[src/design/fpa_pkg.sv]
// Package for the fixed-point ALU: opcodes, the classified item type and defaults.
// No dependencies.
`timescale 1ns / 1ps

package fpa_pkg;

    localparam int FRAC_BITS_DEF = 8;
    localparam int IN_DATA_W     = 72;
    localparam int OUT_DATA_W    = 40;

    typedef enum logic [3:0] {
        CMD_ADD      = 4'd0,
        CMD_SUB      = 4'd1,
        CMD_MUL      = 4'd2,
        CMD_DIV      = 4'd3,
        CMD_GT       = 4'd4,
        CMD_LT       = 4'd5,
        CMD_GE       = 4'd6,
        CMD_LE       = 4'd7,
        CMD_EQ       = 4'd8,
        CMD_NE       = 4'd9,
        CMD_MAX      = 4'd10,
        CMD_MIN      = 4'd11,
        CMD_INC      = 4'd12,
        CMD_DEC      = 4'd13,
        CMD_FROM_INT = 4'd14,
        CMD_TO_INT   = 4'd15
    } cmd_t;

    // Item after classification: simple results are already final here.
    typedef struct packed {
        cmd_t        op;
        logic [31:0] a;
        logic [31:0] b;
        logic [31:0] res;
        logic        cmp;
        logic        dz;
    } item_t;

endpackage

[src/design/fpa_front.sv]
// Front end: accepts items, decodes the opcode and works out every operation but multiply and divide.
// Depends on fpa_pkg.
`timescale 1ns / 1ps

module fpa_front #(
    parameter int FRAC_BITS = fpa_pkg::FRAC_BITS_DEF
) (
    input  logic                          clk,
    input  logic                          rst_n,
    input  logic                          s_tvalid,
    output logic                          s_tready,
    input  logic [fpa_pkg::IN_DATA_W-1:0] s_tdata,
    output logic                          item_valid,
    input  logic                          item_ready,
    output fpa_pkg::item_t                item
);
    import fpa_pkg::*;

    logic        vld_reg;
    item_t       item_reg;
    item_t       item_next;
    logic signed [31:0] sa;
    logic signed [31:0] sb;

    assign sa = s_tdata[35:4];
    assign sb = s_tdata[67:36];

    always_comb
    begin
        item_next.op  = cmd_t'(s_tdata[3:0]);
        item_next.a   = sa;
        item_next.b   = sb;
        item_next.res = '0;
        item_next.cmp = 1'b0;
        item_next.dz  = 1'b0;
        case (item_next.op)
            CMD_ADD:      item_next.res = sa + sb;
            CMD_SUB:      item_next.res = sa - sb;
            CMD_DIV:      item_next.dz  = (sb == 32'sd0);
            CMD_GT:       item_next.cmp = (sa > sb);
            CMD_LT:       item_next.cmp = (sa < sb);
            CMD_GE:       item_next.cmp = (sa >= sb);
            CMD_LE:       item_next.cmp = (sa <= sb);
            CMD_EQ:       item_next.cmp = (sa == sb);
            CMD_NE:       item_next.cmp = (sa != sb);
            CMD_MAX:      item_next.res = (sa > sb) ? sa : sb;
            CMD_MIN:      item_next.res = (sa < sb) ? sa : sb;
            CMD_INC:      item_next.res = sa + 32'sd1;
            CMD_DEC:      item_next.res = sa - 32'sd1;
            CMD_FROM_INT: item_next.res = sa << FRAC_BITS;
            CMD_TO_INT:   item_next.res = sa >>> FRAC_BITS;
            default:      item_next.res = '0;   // mul finished in the back end
        endcase
    end

    assign s_tready   = !vld_reg || item_ready;
    assign item_valid = vld_reg;
    assign item       = item_reg;

    always_ff @(posedge clk or negedge rst_n)
    begin
        if (!rst_n)
        begin
            vld_reg <= 1'b0;
        end
        else if (s_tready)
        begin
            vld_reg <= s_tvalid;
        end
    end

    always_ff @(posedge clk)
    begin
        if (s_tready && s_tvalid)
        begin
            item_reg <= item_next;
        end
    end

endmodule

[config.mk]
export PLATFORM = sky130hd
export DESIGN_NAME = fpa_front
export DESIGN_NICKNAME = d
export VERILOG_FILES = /design/src/design/fpa_pkg.sv /design/src/design/fpa_front.sv
export SDC_FILE = /design/constraint.sdc
export NUM_CORES = 1
export LEC_CHECK = 0
export ABC_CLOCK_PERIOD_IN_PS = 9180
export BUFFER_PORTS_ARGS = -buffer_cell sky130_fd_sc_hd__buf_2
export CORE_UTILIZATION = 50
export DETAILED_ROUTE_END_ITERATION = 6
export PLACE_DENSITY = 0.75
export SYNTH_ARGS = -nofsm -noshare
export SYNTH_HDL_FRONTEND = slang
export SYNTH_SLANG_ARGS = --single-unit
[constraint.sdc]
create_clock -name clk -period 9.18 [get_ports clk]
set_input_delay 0.459 -clock clk [delete_from_list [all_inputs] [get_ports clk]]
set_output_delay 0.459 -clock clk [all_outputs]
set_load 0.02 [all_outputs]
==> summary.txt, run 1 <==
Yosys
  • Average instance area after synthesis: 8.83 µm²
  • Cell Area, Synth: 0.00901 mm²
  • Post-synth EDFFs: 102
  • Number of synthesized register bits: 103
  • Syn Nets: 1162
  • Fraction of registers with async set or reset after synthesis: 0.971%
  • Sequential share of the synthesized area: 34.3%
  • Post-synth top flop: sky130_fd_sc_hd__edfxtp_1
  • Warnings from Yosys: 0
  • Number of distinct library cell variants in the gate-level netlist after synthesis: 76
  • Number of cells produced by synthesis: 1020

Detailed routing
  • Initial detailed-routing violation count: around 1.1k
  • Post-route DRC: 0
  • Average vias per placed instance: 6.48
  • Number of routed nets with antenna violations: 0
  • Number of optimization iterations in the first detailed-route pass: 6
  • Routed wire per std cell: 22.2 µm
  • Detailed-route wire length: 30.9 mm
  • Overall via count from detail_route: 9004

STA
  • Final Slew Violations: 0
  • Highest Clock Rate: 0.213 GHz
  • Fin. Hold Viols: 0
  • Relative max-transition margin: 18.5%
  • Post-route setup TNS: 0 ns
  • Transition time at the pin with the least slew margin: 1.22 ns
  • Total setup violations reported at the end of the flow: 0
  • Worst-case setup margin in the final layout: 4.50 ns
  • Final period demand of the worst path: about 4.7 ns
  • Worst clock skew: 0.0116 ns
  • Unrepaired setup endpoints after global routing: false
  • Final Cycle Share: 51.0%

Die
  • Total core area: 0.0174 mm²
  • Die height: around 140 µm
  • Number of primary I/O pins: 180
  • Die width: 136 µm
  • Overall die area: 0.0186 mm²
  • Site row count: 48
  • Initial core utilization: 51.7%

Critical path
  • Critical path type: input port to flop
  • Endpoint of the worst register-to-register path: item[61]$_DFFE_PP_
  • Worst setup slack for register-to-register paths: 7.05 ns
  • Startpoint of the most critical setup path: s_tdata[45]
  • Number of buffer and inverter instances along the worst setup path: 1
  • Type of origin of the critical path: input port
  • Crit path max fanout: 7
  • Critical Path AT: 4.79 ns
  • Type of destination of the critical path: flop
  • CP peak stage delay: 0.59 ns
  • Critical path's top delay family: simple AND/OR/NAND/NOR gates
  • CP required: ~9.3 ns
  • Capture point of the critical path: item[25]$_DFFE_PP_
  • Critical Path Stages: 16
  • CP max stage cell: sky130_fd_sc_hd__nor3_1
  • Launch instance of the worst register-to-register path: item_valid$_DFFE_PN0N_
  • Crit-path cells: buf_2 > or3_1 > nor3_1 > nand4_1 > nor3_1 > xnor2_1 > o21ai_0 > ha_1 > and3_1 > and2_1 > nand2_1 > o31ai_1 > xor2_1 > a21oi_1 > o21ai_0 > a221o_1
  • Depth of the worst register-to-register path: 3

Layout
  • Antenna diode count: 0
  • Fraction of final layout cells with drive strength greater than 1: 19.1%
  • Max FFs per register: between 100 and 150
  • Number of inserted filler cells in the final layout: 1563
  • Most common cell after layout, fill and taps aside: sky130_fd_sc_hd__buf_2
  • Highest-count cells in the layout ignoring fill and taps: sky130_fd_sc_hd__buf_2 (175), sky130_fd_sc_hd__edfxtp_1 (102), sky130_fd_sc_hd__a21oi_1 (100)
  • Post-layout net count: approximately 1.3k
  • Sequential Area: 0.00309 mm²
  • Synthesis-to-layout area growth: 14.5%
  • Area used by multi-input combinational logic: 0.00551 mm²

CTS
  • Count of clock tree sinks: 103
  • CTS H-tree depth: 3
  • Number of buffers created by CTS: 9
  • Clock-pin slew on the worst setup and hold paths: 0.08 ns
  • Postcts setup bufs: 0
  • Later-pin clock latency in the skew report: 0.36 ns
  • TritonCTS clock tree: yes
  • Clk root buf: sky130_fd_sc_hd__clkbuf_16
  • Clock Tree Buf Depth: 2
  • Cells resized by post-CTS repair: 0

Pwr
  • Part of the total power dissipated in combinational logic: 37.5%
  • Switching power of the nets: ~570 µW
  • Power per unit of standard cell area: approximately 150 mW/mm²
  • Switching fraction of total power: a little under two fifths
  • Flop pwr share: between 30 and 40%
  • Cell internal power dissipation: roughly 980 µW
  • Share of power burned in the clock network: 26.2%
  • LEAKAGE: ~0.0043 µW
  • Worst vdd ir: 94.3 µV

Global route
  • Antenna violations before repair: 0
  • Remaining global-route overflow: 0
  • Maximum number of pins on one net before global-route repair: 70
  • Overall fraction of global-route tracks in use: between 30 and 40%
  • First-pass GRT wire length: 46.3 mm
  • Vias in the first global route: between 8k and 9k

Worst hold path
  • Class of the tightest hold or removal check: input port to flop

Outcome
  • Result of the run: complete, no violations

Flow run
  • Number of maximum-capacitance constraint violations: 0

Placed design
  • RePlAce Congestion: between 0.9 and 1
  • Placement-stage worst setup slack: 4.27 ns
  • HPWL after detailed placement: between 20 and 25 mm
  • Port Buffer Count: approximately 180
Yosys cell counts, types with 3 or more instances:
cell                        number  share of area, %
sky130_fd_sc_hd__a222oi_1       14               1.6
sky130_fd_sc_hd__nor3_1         14              0.78
sky130_fd_sc_hd__o21ai_0        69               3.8
sky130_fd_sc_hd__xor2_1         21               2.0
sky130_fd_sc_hd__or3_1           9              0.63
sky130_fd_sc_hd__and3_1          8              0.56
sky130_fd_sc_hd__a211oi_1        5              0.42
sky130_fd_sc_hd__ha_1           64               8.9
sky130_fd_sc_hd__xnor2_1        61               5.9
sky130_fd_sc_hd__a21o_1         32               2.7
sky130_fd_sc_hd__o21ai_1        18               1.0
sky130_fd_sc_hd__o31ai_2         3              0.42
sky130_fd_sc_hd__nand3_1        31               1.7
sky130_fd_sc_hd__inv_1          50               2.1
sky130_fd_sc_hd__a221o_1         5              0.56
sky130_fd_sc_hd__clkbuf_1       36               1.5
sky130_fd_sc_hd__o21bai_1       15               1.3
sky130_fd_sc_hd__mux2i_1         7              0.78
sky130_fd_sc_hd__buf_2          14              0.78
sky130_fd_sc_hd__or2_2           3              0.21
sky130_fd_sc_hd__o221ai_1       13               1.3
sky130_fd_sc_hd__a221oi_1       11               1.1
sky130_fd_sc_hd__nor2b_1         7              0.49
sky130_fd_sc_hd__or4_1           5              0.42
sky130_fd_sc_hd__edfxtp_1      102                34
sky130_fd_sc_hd__nor4_1          6              0.42
sky130_fd_sc_hd__o211ai_1        9              0.75
sky130_fd_sc_hd__o31ai_1         4              0.33
sky130_fd_sc_hd__nand2b_1       12              0.83
sky130_fd_sc_hd__o21a_1          7              0.58
sky130_fd_sc_hd__nor2_1         87               3.6
sky130_fd_sc_hd__and2_1          9              0.63
sky130_fd_sc_hd__o2111ai_1       3              0.29
sky130_fd_sc_hd__a211o_1         3              0.29
sky130_fd_sc_hd__a31oi_1        12              0.83
sky130_fd_sc_hd__nand2_1        71               3.0
sky130_fd_sc_hd__nand4_1        21               1.5
sky130_fd_sc_hd__o32ai_1         3              0.29
sky130_fd_sc_hd__a22oi_1         7              0.58
sky130_fd_sc_hd__a21oi_1       101               5.6
worst min path at each step:
| stage | cells past startpoint | startpoint | end |
|---|---|---|---|
| floorplan | 0 | rst_n | item_valid$_DFFE_PN0N_ |
| global placement | 1 | rst_n | item_valid$_DFFE_PN0N_ |
| detailed placement | 1 | rst_n | item_valid$_DFFE_PN0N_ |
| CTS | 2 | s_tvalid | item_valid$_DFFE_PN0N_ |
| global route | 1 | s_tdata[42] | item[40]$_DFFE_PP_ |
| finish | 2 | s_tvalid | item_valid$_DFFE_PN0N_ |
kinds of logic after synthesis:
family / Yosys count / synth area share (%)
flip-flops: 103 / 34.3
AO/OA/AOI/OAI: 364 / 26.9
AND/OR/NAND/NOR: 291 / 15.6
XOR/XNOR: 82 / 7.97
buffers and inverters: 105 / 4.74
multiplexers: 9 / 1.15
adder cells (fa/ha/maj): 66 / 9.34
layer usage:
layer / global-route usage, % / share of wire [%]
met1: 46.7 / 42
met5: 0 / 0
met2: 47.3 / 41
met4: 12.1 / 3.2
met3: 11.1 / 14
power groups by stage:
stage          clock, µW  combinational (µW)  sequential (µW)
5_1_grt              425                 625              567
3_3_place_gp           0                 554              574
4_1_cts              409                 563              564
3_5_place_dp           0                 559              575
2_1_floorplan          0                 350              618
6_report             406                 582              564
what timing repair did:
| action | in CTS | in global routing |
|---|---|---|
| endpoints found under the hold margin | 1 | 0 |
| setup endpoints to repair | 0 | 0 |
| hold buffers | 1 | 0 |
final cells by class:
type	count	share of cell area, %
Clock buffer	10	2.22
Multi-Input combinational cell	812	53.4
Clock inverter	6	0.752
Tap cell	225	2.73
Timing Repair Buffer	183	9.10
Sequential cell	103	29.9
Inverter	50	1.82
per-stage QoR:
stage	cells	hold WS (ns)	util [%]	area, µm²	total power (µW)
global placement	1372	0.234	57.4	10000	1130
CTS	1389	0.293	59.2	10300	1540
global route	1389	0.294	59.2	10300	1620
detailed placement	1372	0.235	57.4	10000	1130
floorplan	1020	0.163	-	9010	967
finish	1389	0.295	59.2	10300	1550
Power figures use the tool's default switching activity.
==> run 2: changes to the inputs <==
ABC_CLOCK_PERIOD_IN_PS = 4700   (was 9180)
clock period = 4.7 ns   (was 9.18 ns; I/O delays follow)
==> run 2 against run 1 <==
Compared with the run above:
- the flow now finishes with violations (DRC)
- worst setup slack got worse by 3.8 ns
- power increased by 93%
- routed wire length is 2.9% higher
- non-clock buffer count rose by 13
- sequential power grew 95%
- die area is the same
- critical endpoint is now item[30]$_DFFE_PP_
- largest cell class unchanged
- largest power group unchanged
- highest routed layer unchanged
==> summary.txt, run 2 (synthesis results as in run 1) <==
Critical path
  • CP max stage cell: sky130_fd_sc_hd__or3_1
  • CP required: 4.81 ns
  • Type of origin of the critical path: input port
  • Crit-path cells: buf_2 > or3_1 > nor3_1 > buf_4 > and2_1 > nand2_1 > or4_1 > xnor2_1 > o21ai_0 > ha_1 > inv_1 > o21bai_1 > a21oi_1 > o21bai_1 > a21o_1 > a31oi_1 > o41ai_1 > xor2_1 > a211o_1
  • Endpoint of the worst register-to-register path: item[19]$_DFFE_PP_
  • Critical path type: input port to flop
  • Depth of the worst register-to-register path: 3
  • Critical Path AT: 4.09 ns
  • Crit path max fanout: 7
  • Type of destination of the critical path: flop
  • Worst setup slack for register-to-register paths: roughly 2.5 ns
  • CP peak stage delay: around 0.44 ns
  • Worst path most repeated cell: sky130_fd_sc_hd__o21bai_1
  • Launch instance of the worst register-to-register path: item_valid$_DFFE_PN0N_

Layout
  • Post-Layout Cell Count: 1402
  • Max FFs per register: 102
  • Synthesis-to-layout area growth: 15.3%
  • Antenna diode count: 0
  • Highest-count cells in the layout ignoring fill and taps: sky130_fd_sc_hd__buf_2 (175), sky130_fd_sc_hd__edfxtp_1 (102), sky130_fd_sc_hd__a21oi_1 (100)
  • Post-Layout Inst Area: ~0.010 mm²
  • Fraction of final layout cells with drive strength greater than 1: 19.9%
  • Post-layout net count: 1314
  • Most common cell after layout, fill and taps aside: sky130_fd_sc_hd__buf_2

Placed design
  • Placed cell count: 1385
  • Port Buffer Count: between 150 and 200
  • RePlAce Congestion: 0.968
  • HPWL after detailed placement: between 20 and 25 mm
  • Placement Cell Area: 0.0101 mm²

Worst hold path
  • Startpoint of the worst hold path: s_tvalid
  • Hold Path Sink: item_valid$_DFFE_PN0N_
  • Number of cells on the worst hold path: 2
  • Class of the tightest hold or removal check: input port to flop

STA
  • Transition time at the pin with the least slew margin: 1.21 ns
  • Fin. Hold Viols: 0
  • Highest Clock Rate: 0.252 GHz
  • Unrepaired setup endpoints after global routing: false
  • Relative max-transition margin: 19.6%
  • Final period demand of the worst path: about 4.0 ns
  • Worst clock skew: between 0.01 and 0.015 ns
  • Final Cycle Share: 84.6%
  • Final Slew Violations: 0
  • Total setup violations reported at the end of the flow: 0
  • Post-route setup TNS: 0 ns

Global route
  • Vias in the first global route: 8320
  • Antenna violations before repair: 0
  • First-pass GRT wire length: 48.2 mm
  • Overall fraction of global-route tracks in use: 34.7%
  • Maximum number of pins on one net before global-route repair: 61
  • Remaining global-route overflow: 0

CTS
  • Clk root buf: sky130_fd_sc_hd__clkbuf_16
  • CTS H-tree depth: 3
  • Clock-pin slew on the worst setup and hold paths: 0.08 ns
  • Clock Tree Buf Depth: 2
  • Count of clock tree sinks: 103
  • Later-pin clock latency in the skew report: 0.37 ns
  • Cells resized by post-CTS repair: 0
  • Number of buffers created by CTS: 9
  • TritonCTS clock tree: yes

Die
  • Die width: 136 µm
  • Initial core utilization: between 50% and 60%
  • Die height: 136 µm
  • Total core area: around 0.017 mm²
  • Overall die area: ~0.019 mm²
  • Site row count: 48
  • Number of primary I/O pins: 180

Pwr
  • Power per unit of standard cell area: 289 mW/mm²
  • LEAKAGE: between 0.004 and 0.005 µW
  • Worst vdd ir: 193 µV

Outcome
  • Result of the run: finished, violations left
  • Failing checks: DRC

Detailed routing
  • Initial detailed-routing violation count: 1273
  • Average vias per placed instance: 6.53
  • Detailed-route wire length: 31.8 mm
  • Number of optimization iterations in the first detailed-route pass: 7
  • Number of routed nets with antenna violations: 0
  • Routed wire per std cell: around 23 µm
  • Overall via count from detail_route: 9158
  • Post-route DRC: 5

Flow run
  • Number of maximum-capacitance constraint violations: 0
run 2: report_power, final:
| group | switching [µW] | internal, µW | total [µW] |
|---|---|---|---|
| clock | 373 | 368 | 741 |
| sequential | 13.4 | 1090 | 1100 |
| combinational | 746 | 410 | 1160 |
run 2: layer usage:
layer | vias to the layer above | wire (µm) | global-route usage [%] | part of all wire, %
li1 | 4176 | - | - | -
met1 | 4273 | 13500 | 51.3 | 42
met2 | 636 | 13300 | 50.2 | 42
met3 | 73 | 4080 | 6.82 | 13
met4 | 0 | 881 | 11.2 | 2.8
met5 | - | 0 | 0 | 0
run 2: critical path, delay by kind of cell:
| kind | cells | cell delay (ns) |
|---|---|---|
| compound gates | 8 | 1.35 |
| simple gates | 5 | 1.34 |
| buf+inv | 3 | 0.42 |
| fa+ha+maj | 1 | 0.40 |
| xor+xnor | 2 | 0.34 |
run 2: worst max path at each step:
| stage | cells past startpoint | slack, ns | endpoint | startpoint |
|---|---|---|---|---|
| finish | 19 | 0.73 | item[30]$_DFFE_PP_ | s_tdata[43] |
| global route | 17 | 0.43 | item[31]$_DFFE_PP_ | s_tdata[37] |
| CTS | 19 | 0.79 | item[30]$_DFFE_PP_ | s_tdata[43] |
| detailed placement | 19 | 0.43 | item[30]$_DFFE_PP_ | s_tdata[43] |
| global placement | 19 | 0.44 | item[30]$_DFFE_PP_ | s_tdata[45] |
| floorplan | 17 | 0.80 | item[30]$_DFFE_PP_ | s_tdata[45] |
run 2: final cells by class:
type / instances / area (µm²)
repair buffers: 196 / 1040
inverters: 50 / 188
flip-flops and latches: 103 / 3090
clock inverters: 6 / 52.6
clock buffers: 10 / 229
well taps: 225 / 282
multi-input cells: 812 / 5510
fillers: 1566 / 7030
run 2: timing repair:
item | 4_1_cts | 5_1_grt
hold buffers | 1 | 0
endpoints found under the setup margin | 0 | 0
setup buffers | 0 | 0
endpoints found under the hold margin | 1 | 0
run 2: metrics by stage:
stage | setup slack (ns) | hold slack, ns | util (%) | total power, µW
final | 0.726 | 0.0623 | 59.6 | 3000
after global routing | 0.425 | 0.0682 | 59.6 | 3130
after CTS | 0.793 | 0.0649 | 59.6 | 2970
after detailed placement | 0.428 | 0.0124 | 57.9 | 2240
after global placement | 0.439 | 0.0104 | 57.9 | 2230
after floorplan | 0.801 | -0.0606 | - | 1890
