File: src/design/fpa_pkg.sv
// Package for the fixed-point ALU: opcodes, the classified item type and defaults.
// No dependencies.
`timescale 1ns / 1ps

package fpa_pkg;

    localparam int FRAC_BITS_DEF = 8;
    localparam int IN_DATA_W     = 72;
    localparam int OUT_DATA_W    = 40;

    typedef enum logic [3:0] {
        CMD_ADD      = 4'd0,
        CMD_SUB      = 4'd1,
        CMD_MUL      = 4'd2,
        CMD_DIV      = 4'd3,
        CMD_GT       = 4'd4,
        CMD_LT       = 4'd5,
        CMD_GE       = 4'd6,
        CMD_LE       = 4'd7,
        CMD_EQ       = 4'd8,
        CMD_NE       = 4'd9,
        CMD_MAX      = 4'd10,
        CMD_MIN      = 4'd11,
        CMD_INC      = 4'd12,
        CMD_DEC      = 4'd13,
        CMD_FROM_INT = 4'd14,
        CMD_TO_INT   = 4'd15
    } cmd_t;

    // Item after classification: simple results are already final here.
    typedef struct packed {
        cmd_t        op;
        logic [31:0] a;
        logic [31:0] b;
        logic [31:0] res;
        logic        cmp;
        logic        dz;
    } item_t;

endpackage

File: src/design/fpa_queue.sv
// Two-entry queue of classified items between front and back end.
// Depends on fpa_pkg.
`timescale 1ns / 1ps

module fpa_queue (
    input  logic           clk,
    input  logic           rst_n,
    input  logic           push_valid,
    output logic           push_ready,
    input  fpa_pkg::item_t push_item,
    output logic           pop_valid,
    input  logic           pop_ready,
    output fpa_pkg::item_t pop_item
);
    import fpa_pkg::*;

    item_t       mem_reg [0:1];
    logic        wr_ptr_reg;
    logic        rd_ptr_reg;
    logic [1:0]  count_reg;
    logic [1:0]  count_next;
    logic        do_push;
    logic        do_pop;

    assign pop_valid  = (count_reg != 2'd0);
    assign push_ready = (count_reg != 2'd2) || pop_ready;
    assign do_pop     = pop_valid && pop_ready;
    assign do_push    = push_valid && push_ready;
    assign pop_item   = mem_reg[rd_ptr_reg];

    always_comb
    begin
        count_next = count_reg;
        if (do_push && !do_pop)
        begin
            count_next = count_reg + 2'd1;
        end
        else if (do_pop && !do_push)
        begin
            count_next = count_reg - 2'd1;
        end
    end

    always_ff @(posedge clk or negedge rst_n)
    begin
        if (!rst_n)
        begin
            wr_ptr_reg <= 1'b0;
            rd_ptr_reg <= 1'b0;
            count_reg  <= 2'd0;
        end
        else
        begin
            count_reg <= count_next;
            if (do_push)
            begin
                wr_ptr_reg <= !wr_ptr_reg;
            end
            if (do_pop)
            begin
                rd_ptr_reg <= !rd_ptr_reg;
            end
        end
    end

    always_ff @(posedge clk)
    begin
        if (do_push)
        begin
            mem_reg[wr_ptr_reg] <= push_item;
        end
    end

endmodule

File: config.mk
export PLATFORM = sky130hd
export DESIGN_NAME = fpa_queue
export DESIGN_NICKNAME = d
export VERILOG_FILES = /design/src/design/fpa_pkg.sv /design/src/design/fpa_queue.sv
export SDC_FILE = /design/constraint.sdc
export NUM_CORES = 1
export LEC_CHECK = 0
export BUFFER_PORTS_ARGS = -buffer_cell sky130_fd_sc_hd__clkbuf_2
export CORE_ASPECT_RATIO = 0.9
export CORE_MARGIN = 2
export CORE_UTILIZATION = 47
export DETAILED_ROUTE_END_ITERATION = 10
export PLACE_DENSITY = 0.79
export SLEW_MARGIN = 10
export SYNTH_ARGS = -nofsm -noshare
export SYNTH_HDL_FRONTEND = slang
export SYNTH_SLANG_ARGS = --single-unit
File: constraint.sdc
create_clock -name clk -period 8.2 [get_ports clk]
set_clock_uncertainty 0.2 [all_clocks]
set_input_delay 1.23 -clock clk [delete_from_list [all_inputs] [get_ports clk]]
set_output_delay 1.23 -clock clk [all_outputs]
set_load 0.005 [all_outputs]
==> results of run 1 <==
per-stage QoR:
stage | utilization | area [sq um] | hold WS [ns]
3_3_place_gp | 0.553 | 8830 | 0.267
4_1_cts | 0.595 | 9490 | 0.292
2_1_floorplan | - | 7580 | 0.248
6_report | 0.595 | 9490 | 0.295
3_5_place_dp | 0.553 | 8830 | 0.287
5_1_grt | 0.595 | 9490 | 0.304
critical path, delay by kind of cell (launching register included):
kind | cells | cell delay (ns)
multiplexers | 1 | 0.43
flip-flops | 1 | 0.89
buffers and inverters | 2 | 0.76
worst max path at each step:
stage / start / end / cells after the start
floorplan: pop_ready / mem_reg[0][0] / 3
global placement: rd_ptr_reg / pop_item[40] / 3
detailed placement: rd_ptr_reg / pop_item[6] / 3
CTS: rd_ptr_reg / pop_item[6] / 3
global route: rd_ptr_reg / pop_item[6] / 3
finish: rd_ptr_reg / pop_item[6] / 3
power by group through the flow:
stage | Combinational [mW] | Sequential (mW) | Clock [mW]
after CTS | 0.823 | 1.54 | 0.922
final | 0.802 | 1.54 | 0.903
after detailed placement | 0.816 | 1.57 | 0
after global placement | 0.796 | 1.55 | 0
after global routing | 0.878 | 1.57 | 0.968
after floorplan | 0.545 | 1.52 | 0
placed cells by master (no fill, tap or decap), types with 2 or more instances in the layout:
cell	synthesis	routed
xnor2_1	3	3
dfrtp_1	4	3
mux2_2	102	102
xor2_1	2	2
clkinv_1	0	5
clkbuf_1	0	3
clkinv_2	0	4
edfxtp_1	204	204
buf_4	1	4
clkbuf_2	0	209
clkbuf_16	0	23
final cells by class:
| cell class | instances | area [sq um] |
|---|---|---|
| Clock buffer | 26 | 587 |
| Sequential cell | 208 | 6230 |
| Tap cell | 207 | 259 |
| Clock inverter | 11 | 80.1 |
| Timing Repair Buffer | 213 | 1080 |
| Inverter | 1 | 3.75 |
| Multi-Input combinational cell | 115 | 1260 |
| Fill cell | 1183 | 6470 |
cells by family (layout without fill, tap and decap cells):
| kind of cell | Yosys count | count (layout) |
|---|---|---|
| adders and majority gates | 1 | 1 |
| DFF | 208 | 208 |
| xor gates and xnor gates | 5 | 5 |
| buffers and inverters | 12 | 251 |
| and+or+nand+nor | 7 | 7 |
| muxes | 102 | 102 |
layer usage:
layer,vias to the layer above,global-route usage,share of wire
met4,0,0.0378,0.023
met2,152,0.257,0.49
met5,-,0,0
li1,1780,-,-
met3,23,0.0480,0.083
met1,1926,0.183,0.40
==> flow_summary_export.csv, run 1 <==
group,metric,value,unit
logic_synthesis,synth_top_family_by_area,"multiplexers",
cts,cts-root-buf,"clkbuf_16",
floorplanning,die_y,124,microns
setup_path,crit_type,"register to output pin",
logic_synthesis,avgSynthCellArea,22.6,sq um
logic_synthesis,synthArstFlopShare,0.0192,
cts,cts_tree,"yes",
layout,area_growth,25.3,%
sta,worstMarginPinSlew,0.750,ns
logic_synthesis,synth.mux.area_fraction,0.152,
logic_synthesis,yosys.area_share.adder,0.00165,
sta,setup_violations,0,
logic_synthesis,ys_types,16,
hold_path,hold_start,"count_reg[1]",
cts,h-tree-depth,1,
logic_synthesis,syn-num-nets,442,
route,vias_per_cell,4.97,
setup_path,r2r_end,"mem_reg[1][85]",
cts,cts.repair.resized,0,
sta,maxSlewHeadroom,0.500,
layout,diodes,0,
route,drc_errors,0,
global_routing,grt_pass1_vias,4193,
pwr,internal_power,2.39,mW
route,drtIter0Drc,192,
flow_run,drv_cap,0,
place,pre_cts_ws,4.57,ns
setup_path,slowest_delay,0.89,ns
logic_synthesis,ys_seq_elements,208,
floorplanning,rows,44,
pwr,power_frac_clock,0.278,
place,io_buffers,209,
logic_synthesis,yosysSeqAreaShare,0.822,
route,first_pass_iters,4,
setup_path,rr_startpoint,"count_reg[1]",
sta,setup_slack,4.14,ns
hold_path,holdPathEnd,"count_reg[1]",
sta,post-route-min-period,4.06,ns
layout,drive_gt1_frac,0.610,
global_routing,grt_overflow_total,0,
cts,clock-sinks,208,
hold_path,hold_depth,1,
sta,fin_crit_sh,0.496,
global_routing,antenna_found_initial,0,
setup_path,cp_max_fo,54,
cts,clkLatencyLatePin,0.48,ns
floorplanning,io_pins,210,
pwr,p_sw_frac,0.262,
logic_synthesis,yosys.area_share.simple,0.00545,
place,post-dp-hpwl,8.77,mm
cts,path_clk_slew,0.06,ns
logic_synthesis,synth_compound_area_frac,0,
setup_path,reg2reg_depth,3,
sta,rsz0062_at_grt,"false",
logic_synthesis,synth_area_leaders,"edfxtp_1 (81%), mux2_2 (15%), dfrtp_1 (1.3%)",
hold_path,min_path_type,"register to register",
global_routing,grt_max_degree,55,
logic_synthesis,synthCells,335,
logic_synthesis,synth_area,7580,sq um
cts,postCtsSetupBuffers,0,
setup_path,cp-start-kind,"register",
sta,setup_tns,0,ns
cts,holdBufCountCts,0,
status,outcome,"completed",
logic_synthesis,synth-xor-area-share,0.00578,
route,drt_wl_total,13.2,mm
sta,maxSlewViolCount,0,
layout,stdcell_count,781,
place,dp_cells,744,
floorplanning,coreArea,16000,sq um
logic_synthesis,yosysTopAreaCell,"edfxtp_1",
sta,hold_violations,0,
setup_path,crit_chain,"buf_4, mux2_2, clkbuf_2",
logic_synthesis,ys_warn_count,0,
floorplanning,die-area,17200,sq um
global_routing,grt_usage,0.150,
pwr,combPwrFrac,0.247,
sta,fmax,0.246,GHz
floorplanning,initial_core_util,0.475,
pwr,p_per_area,342,nW/um^2
setup_path,crit_slowest_cell,"dfrtp_4",
setup_path,cp_data_arrival_time,2.63,ns
setup_path,cp.required,6.77,ns
pwr,sequentialPowerShare,0.475,
route,num_vias,3881,
route,drtAntennaViolNets,0,
pwr,p_leak,3.62,nW
logic_synthesis,synth_top_area_frac,0.808,
layout,fin_nets,668,
layout,largest_reg_flops,204,
logic_synthesis,synth_edf_count,204,
logic_synthesis,ys.flop_type,"edfxtp_1",
setup_path,r2r_slack,5.57,ns
logic_synthesis,synth.most_common_cell,"edfxtp_1",
pwr,net-switching-power,851,uW
cts,numCtsBuffers,22,
place,routabilityCongestion,0.718,
pwr,total_power,3.25,mW
setup_path,endpoint_kind,"output pin",
route,routedWlPerCell,16.9,microns
pwr,irDropWorstVdd,0.270,mV
cts,cts_buffer_depth,3,
floorplanning,dieWidth,138,microns
global_routing,grt_pass1_wl,20.2,mm
logic_synthesis,synth.top_cells.by_count,"edfxtp_1 (204), mux2_2 (102), buf_6 (7)",
Note: power is estimated with default switching activity, not from simulation.
==> run 2: changes to the inputs <==
==> constraint.sdc (replaced) <==
create_clock -name clk -period 4.1 [get_ports clk]
set_clock_uncertainty 0.2 [all_clocks]
set_input_delay 0.615 -clock clk [delete_from_list [all_inputs] [get_ports clk]]
set_output_delay 0.615 -clock clk [all_outputs]
set_load 0.005 [all_outputs]
==> flow_summary_export.csv, run 2 (synthesized netlist as in run 1, its figures left out) <==
group,metric,value,unit
status,outcome,"completed",
sta,maxSlewHeadroom,0.510,
floorplanning,dieWidth,138,microns
layout,final_cell_mix,"clkbuf_2 (209), edfxtp_1 (204), mux2_2 (102)",
global_routing,grt_usage,0.155,
global_routing,grt_overflow_total,0,
route,first_pass_iters,6,
place,io_buffers,209,
global_routing,grt_max_degree,54,
hold_path,min_path_type,"input pin to register",
sta,hold_violations,0,
layout,diodes,0,
setup_path,slowest_delay,0.89,ns
layout,fin_util,0.596,
cts,cts_buffer_depth,3,
cts,cts_tree,"yes",
layout,drive_gt1_frac,0.606,
sta,post-route-min-period,3.11,ns
route,vias_per_cell,4.95,
layout,regArea,6230,sq um
sta,fin_crit_sh,0.760,
layout,multiInputGateArea,1260,sq um
setup_path,cp_data_arrival_time,2.30,ns
route,drt_wl_total,13.5,mm
cts,h-tree-depth,1,
layout,layout_commonest_cell,"clkbuf_2",
global_routing,antenna_found_initial,0,
setup_path,endpoint_kind,"output pin",
setup_path,critPathTopFamily,"flip-flops",
pwr,p_per_area,684,nW/um^2
floorplanning,io_pins,210,
setup_path,cp-start-kind,"register",
setup_path,crit_type,"register to output pin",
route,drtIter0Drc,183,
pwr,p_leak,3.62,nW
route,num_vias,3869,
layout,nFillCells,1191,
layout,largest_reg_flops,204,
global_routing,grt_pass1_vias,4123,
route,routedWlPerCell,17.3,microns
setup_path,crit_chain,"buf_12, mux2_2, clkbuf_2",
sta,setup_tns,0,ns
sta,maxSlewViolCount,0,
setup_path,worst-path-buf-inv,2,
sta,rsz0062_at_grt,"false",
global_routing,grt_pass1_wl,20.8,mm
cts,clkLatencyLatePin,0.49,ns
layout,fin_nets,669,
floorplanning,die_y,124,microns
floorplanning,rows,44,
floorplanning,coreArea,16000,sq um
cts,clock-sinks,208,
cts,postCtsSetupBuffers,0,
floorplanning,initial_core_util,0.475,
cts,cts-root-buf,"clkbuf_16",
setup_path,crit_slowest_cell,"dfrtp_4",
sta,setup_violations,0,
cts,numCtsBuffers,22,
cts,path_clk_slew,0.06,ns
route,drtAntennaViolNets,0,
pwr,irDropWorstVdd,0.529,mV
route,drc_errors,0,
floorplanning,die-area,17200,sq um
place,post-dp-hpwl,8.83,mm
setup_path,cp.required,3.28,ns
sta,fmax,0.321,GHz
place,routabilityCongestion,0.723,
setup_path,cp_max_fo,53,
sta,worstMarginPinSlew,0.735,ns
layout,area_growth,25.6,%
flow_run,drv_cap,0,
run 2: where the power goes:
part / internal (mW) / switching (mW)
Combinational: 0.857 / 0.775
Sequential: 2.87 / 0.205
Clock: 1.08 / 0.719
Total: 4.81 / 1.70
run 2: final cells by class:
cell class / count / area share
well taps: 207 / 0.0272
flip-flops and latches: 208 / 0.654
inverters: 1 / 0.000394
clock inverters: 8 / 0.00670
repair buffers: 214 / 0.117
clock buffers: 28 / 0.0624
multi-input cells: 115 / 0.132
run 2: through the flow:
step | cells | setup WS (ns) | power [mW] | hold WS (ns) | cell area (sq um)
after floorplan | 335 | 0.00876 | 4.12 | 0.119 | 7580
after global placement | 744 | 1.52 | 4.72 | 0.222 | 8850
after detailed placement | 744 | 1.50 | 4.79 | 0.228 | 8850
after CTS | 781 | 0.961 | 6.60 | 0.0958 | 9520
after global routing | 781 | 0.861 | 6.83 | 0.0975 | 9520
final | 781 | 0.985 | 6.51 | 0.115 | 9520
run 2: what timing repair did:
| action | 4_1_cts | 5_1_grt |
|---|---|---|
| gates resized for setup | 0 | 0 |
| hold buffers | 1 | 0 |
| hold endpoints to repair | 4 | 0 |
run 2: per-layer routing:
| layer | global-route usage | routed length [microns] | vias to the layer above | part of all wire |
|---|---|---|---|---|
| met5 | 0 | 0 | - | 0 |
| met1 | 0.191 | 5480 | 1885 | 0.40 |
| met3 | 0.0460 | 1020 | 36 | 0.076 |
| met2 | 0.261 | 6560 | 166 | 0.49 |
| li1 | - | - | 1782 | - |
| met4 | 0.0546 | 462 | 0 | 0.034 |
run 2: path summary, 6_finish.rpt:
| kind | startpoint | end | slack [ns] | cells past startpoint |
|---|---|---|---|---|
| max | rd_ptr_reg | pop_item[34] | 0.99 | 3 |
| min | push_item[61] | mem_reg[0][61] | 0.12 | 1 |
| max reg2reg | count_reg[1] | mem_reg[1][1] | 1.78 | 3 |
| min reg2reg | count_reg[1] | count_reg[1] | 0.32 | 1 |
| max in group asynchronous | rst_n | rd_ptr_reg | 3.29 | 2 |
| min in group asynchronous | rst_n | count_reg[1] | 0.28 | 2 |
==> run 3: changes to the inputs <==
--- a/config.mk
+++ b/config.mk
@@ -5,6 +5,7 @@
 export SDC_FILE = /design/constraint.sdc
 export NUM_CORES = 1
 export LEC_CHECK = 0
+export ABC_AREA = 1
 export BUFFER_PORTS_ARGS = -buffer_cell sky130_fd_sc_hd__clkbuf_2
 export CORE_ASPECT_RATIO = 0.9
 export CORE_MARGIN = 2
==> constraint.sdc (replaced) <==
create_clock -name clk -period 3.1 [get_ports clk]
set_clock_uncertainty 0.2 [all_clocks]
set_input_delay 0.465 -clock clk [delete_from_list [all_inputs] [get_ports clk]]
set_output_delay 0.465 -clock clk [all_outputs]
set_load 0.005 [all_outputs]
==> flow_summary_export.csv, run 3 <==
group,metric,value,unit
pwr,combPwrFrac,0.292,
global_routing,grt_pass1_vias,5247,
logic_synthesis,synth.top_cells.by_count,"nand2_1 (317), edfxtp_1 (204), buf_4 (8), buf_6 (8), inv_1 (8)",
cts,cts-root-buf,"clkbuf_16",
sta,rsz0062_at_grt,"false",
cts,clkLatencyLatePin,0.50,ns
global_routing,grt_usage,0.186,
layout,drive_gt1_frac,0.278,
global_routing,grt_overflow_total,0,
layout,multiInputGateArea,1250,sq um
route,drc_errors,0,
pwr,p_leak,4.61,nW
setup_path,r2r_end,"mem_reg[1][54]",
place,dp_cells,963,
place,pre_cts_ws,0.975,ns
setup_path,cp.required,2.43,ns
route,drtAntennaViolNets,0,
logic_synthesis,synth_area,7690,sq um
sta,fmax,0.404,GHz
layout,largest_reg_flops,204,
pwr,irDropWorstVdd,0.623,mV
sta,maxSlewViolCount,0,
sta,post-route-min-period,2.47,ns
pwr,sequentialPowerShare,0.438,
setup_path,cp-start-kind,"register",
place,routabilityCongestion,0.708,
cts,clock-sinks,208,
sta,setup_tns,0,ns
pwr,power_frac_clock,0.270,
floorplanning,io_pins,210,
global_routing,antenna_found_initial,1,
sta,fin_crit_sh,0.798,
route,vias_per_cell,4.71,
logic_synthesis,avgSynthCellArea,13.6,sq um
floorplanning,initial_core_util,0.478,
logic_synthesis,synth_area_leaders,"edfxtp_1 (80%), nand2_1 (15%), dfrtp_1 (1.3%)",
setup_path,rr_startpoint,"count_reg[0]",
layout,final_cell_mix,"nand2_1 (317), clkbuf_2 (209), edfxtp_1 (204)",
pwr,internal_power,6.15,mW
logic_synthesis,synth_top_area_frac,0.797,
sta,setup_slack,0.627,ns
logic_synthesis,synth_edf_count,204,
logic_synthesis,yosysSeqAreaShare,0.810,
floorplanning,coreArea,16100,sq um
route,drtIter0Drc,354,
floorplanning,die_y,125,microns
layout,regArea,6230,sq um
global_routing,grt_max_degree,104,
logic_synthesis,ys_types,13,
hold_path,hold_start,"pop_ready",
setup_path,crit_type,"register to output pin",
pwr,p_per_area,842,nW/um^2
layout,fin_nets,989,
floorplanning,rows,44,
cts,h-tree-depth,1,
place,io_buffers,209,
sta,hold_slack,0.0534,ns
cts,cts_tree,"yes",
floorplanning,dieWidth,139,microns
setup_path,cp_max_fo,103,
cts,postCtsSetupBuffers,0,
global_routing,grt_pass1_wl,26.0,mm
sta,hold_violations,0,
sta,maxSlewHeadroom,0.543,
layout,layout_commonest_cell,"nand2_1",
hold_path,holdPathEnd,"rd_ptr_reg",
logic_synthesis,synthCells,565,
status,outcome,"completed",
cts,numCtsBuffers,21,
cts,cts_buffer_depth,3,
setup_path,endpoint_kind,"output pin",
route,drt_wl_total,16.6,mm
floorplanning,die-area,17400,sq um
pwr,p_sw_frac,0.311,
setup_path,cp_data_arrival_time,1.81,ns
pwr,net-switching-power,2.78,mW
route,num_vias,5204,
hold_path,min_path_type,"input pin to register",
flow_run,drv_cap,0,
logic_synthesis,synthArstFlopShare,0.0192,
sta,setup_violations,0,
logic_synthesis,ys_seq_elements,208,
cts,path_clk_slew,0.06,ns
logic_synthesis,syn-num-nets,672,
route,routedWlPerCell,15.0,microns
layout,area_growth,37.9,%
layout,nFillCells,1089,
hold_path,hold_depth,3,
setup_path,r2r_slack,1.13,ns
setup_path,cp-startpoint,"rd_ptr_reg",
setup_path,reg2reg_depth,5,
place,post-dp-hpwl,8.89,mm
logic_synthesis,ys.flop_type,"edfxtp_1",
route,first_pass_iters,4,
layout,stdcell_count,1105,
logic_synthesis,ys_warn_count,0,
logic_synthesis,yosysTopAreaCell,"edfxtp_1",
logic_synthesis,synth.most_common_cell,"nand2_1",
sta,worstMarginPinSlew,0.686,ns
layout,fin_util,0.659,
run 3: kinds of logic (layout without fill, tap and decap cells):
kind of cell,after synthesis,count (layout),share of synthesized area
other cells,0,1,0
buf+inv,32,364,0.0285
xor+xnor,1,1,0.00114
simple gates,323,323,0.159
flops,208,208,0.810
fa+ha+maj,1,1,0.00163
run 3: layer usage:
metal	wire, microns	up-vias	global-route usage
met3	1300	25	0.0571
met5	0	-	0
met1	6500	2421	0.225
met4	350	0	0.0434
li1	-	2536	-
met2	8420	222	0.329
run 3: how the worst max path moves through the flow:
stage | to | cells past startpoint
after global placement | mem_reg[1][41] | 6
final | pop_item[98] | 5
after detailed placement | mem_reg[1][41] | 6
after CTS | pop_item[94] | 5
after global routing | pop_item[98] | 5
after floorplan | mem_reg[1][0] | 4
run 3: layout make-up:
| cell class | count | share of cell area |
|---|---|---|
| diodes | 1 | 0.000236 |
| clock buffers | 29 | 0.0562 |
| clock inverters | 9 | 0.00685 |
| inverters | 9 | 0.00366 |
| multi-input cells | 325 | 0.118 |
| flip-flops and latches | 208 | 0.588 |
| well taps | 207 | 0.0244 |
| repair buffers | 317 | 0.203 |
run 3: stage by stage:
| stage | total power [mW] | cell area [sq um] |
|---|---|---|
| after floorplan | 5.43 | 7700 |
| after global placement | 6.37 | 8900 |
| after detailed placement | 6.45 | 8900 |
| after CTS | 8.94 | 10600 |
| after global routing | 9.43 | 10600 |
| final | 8.93 | 10600 |
run 3: power groups by stage:
stage	registers [mW]	clock network, mW	logic (mW)
2_1_floorplan	3.94	0	1.49
3_3_place_gp	3.93	0	2.44
3_5_place_dp	3.96	0	2.49
4_1_cts	3.90	2.43	2.60
5_1_grt	3.95	2.57	2.91
6_report	3.91	2.41	2.60
run 3: worst max-delay path, cell delays in order, from the launching register on:
cell and delay (ns):
dfrtp_4 0.50, clkinv_2 0.07, buf_12 0.37, nand2_1 0.14
nand2_1 0.11, clkbuf_2 0.11
run 3: repair_timing:
item	in CTS	in global routing
hold buffers	103	0
hold endpoints to repair	208	0
gates resized for setup	0	0
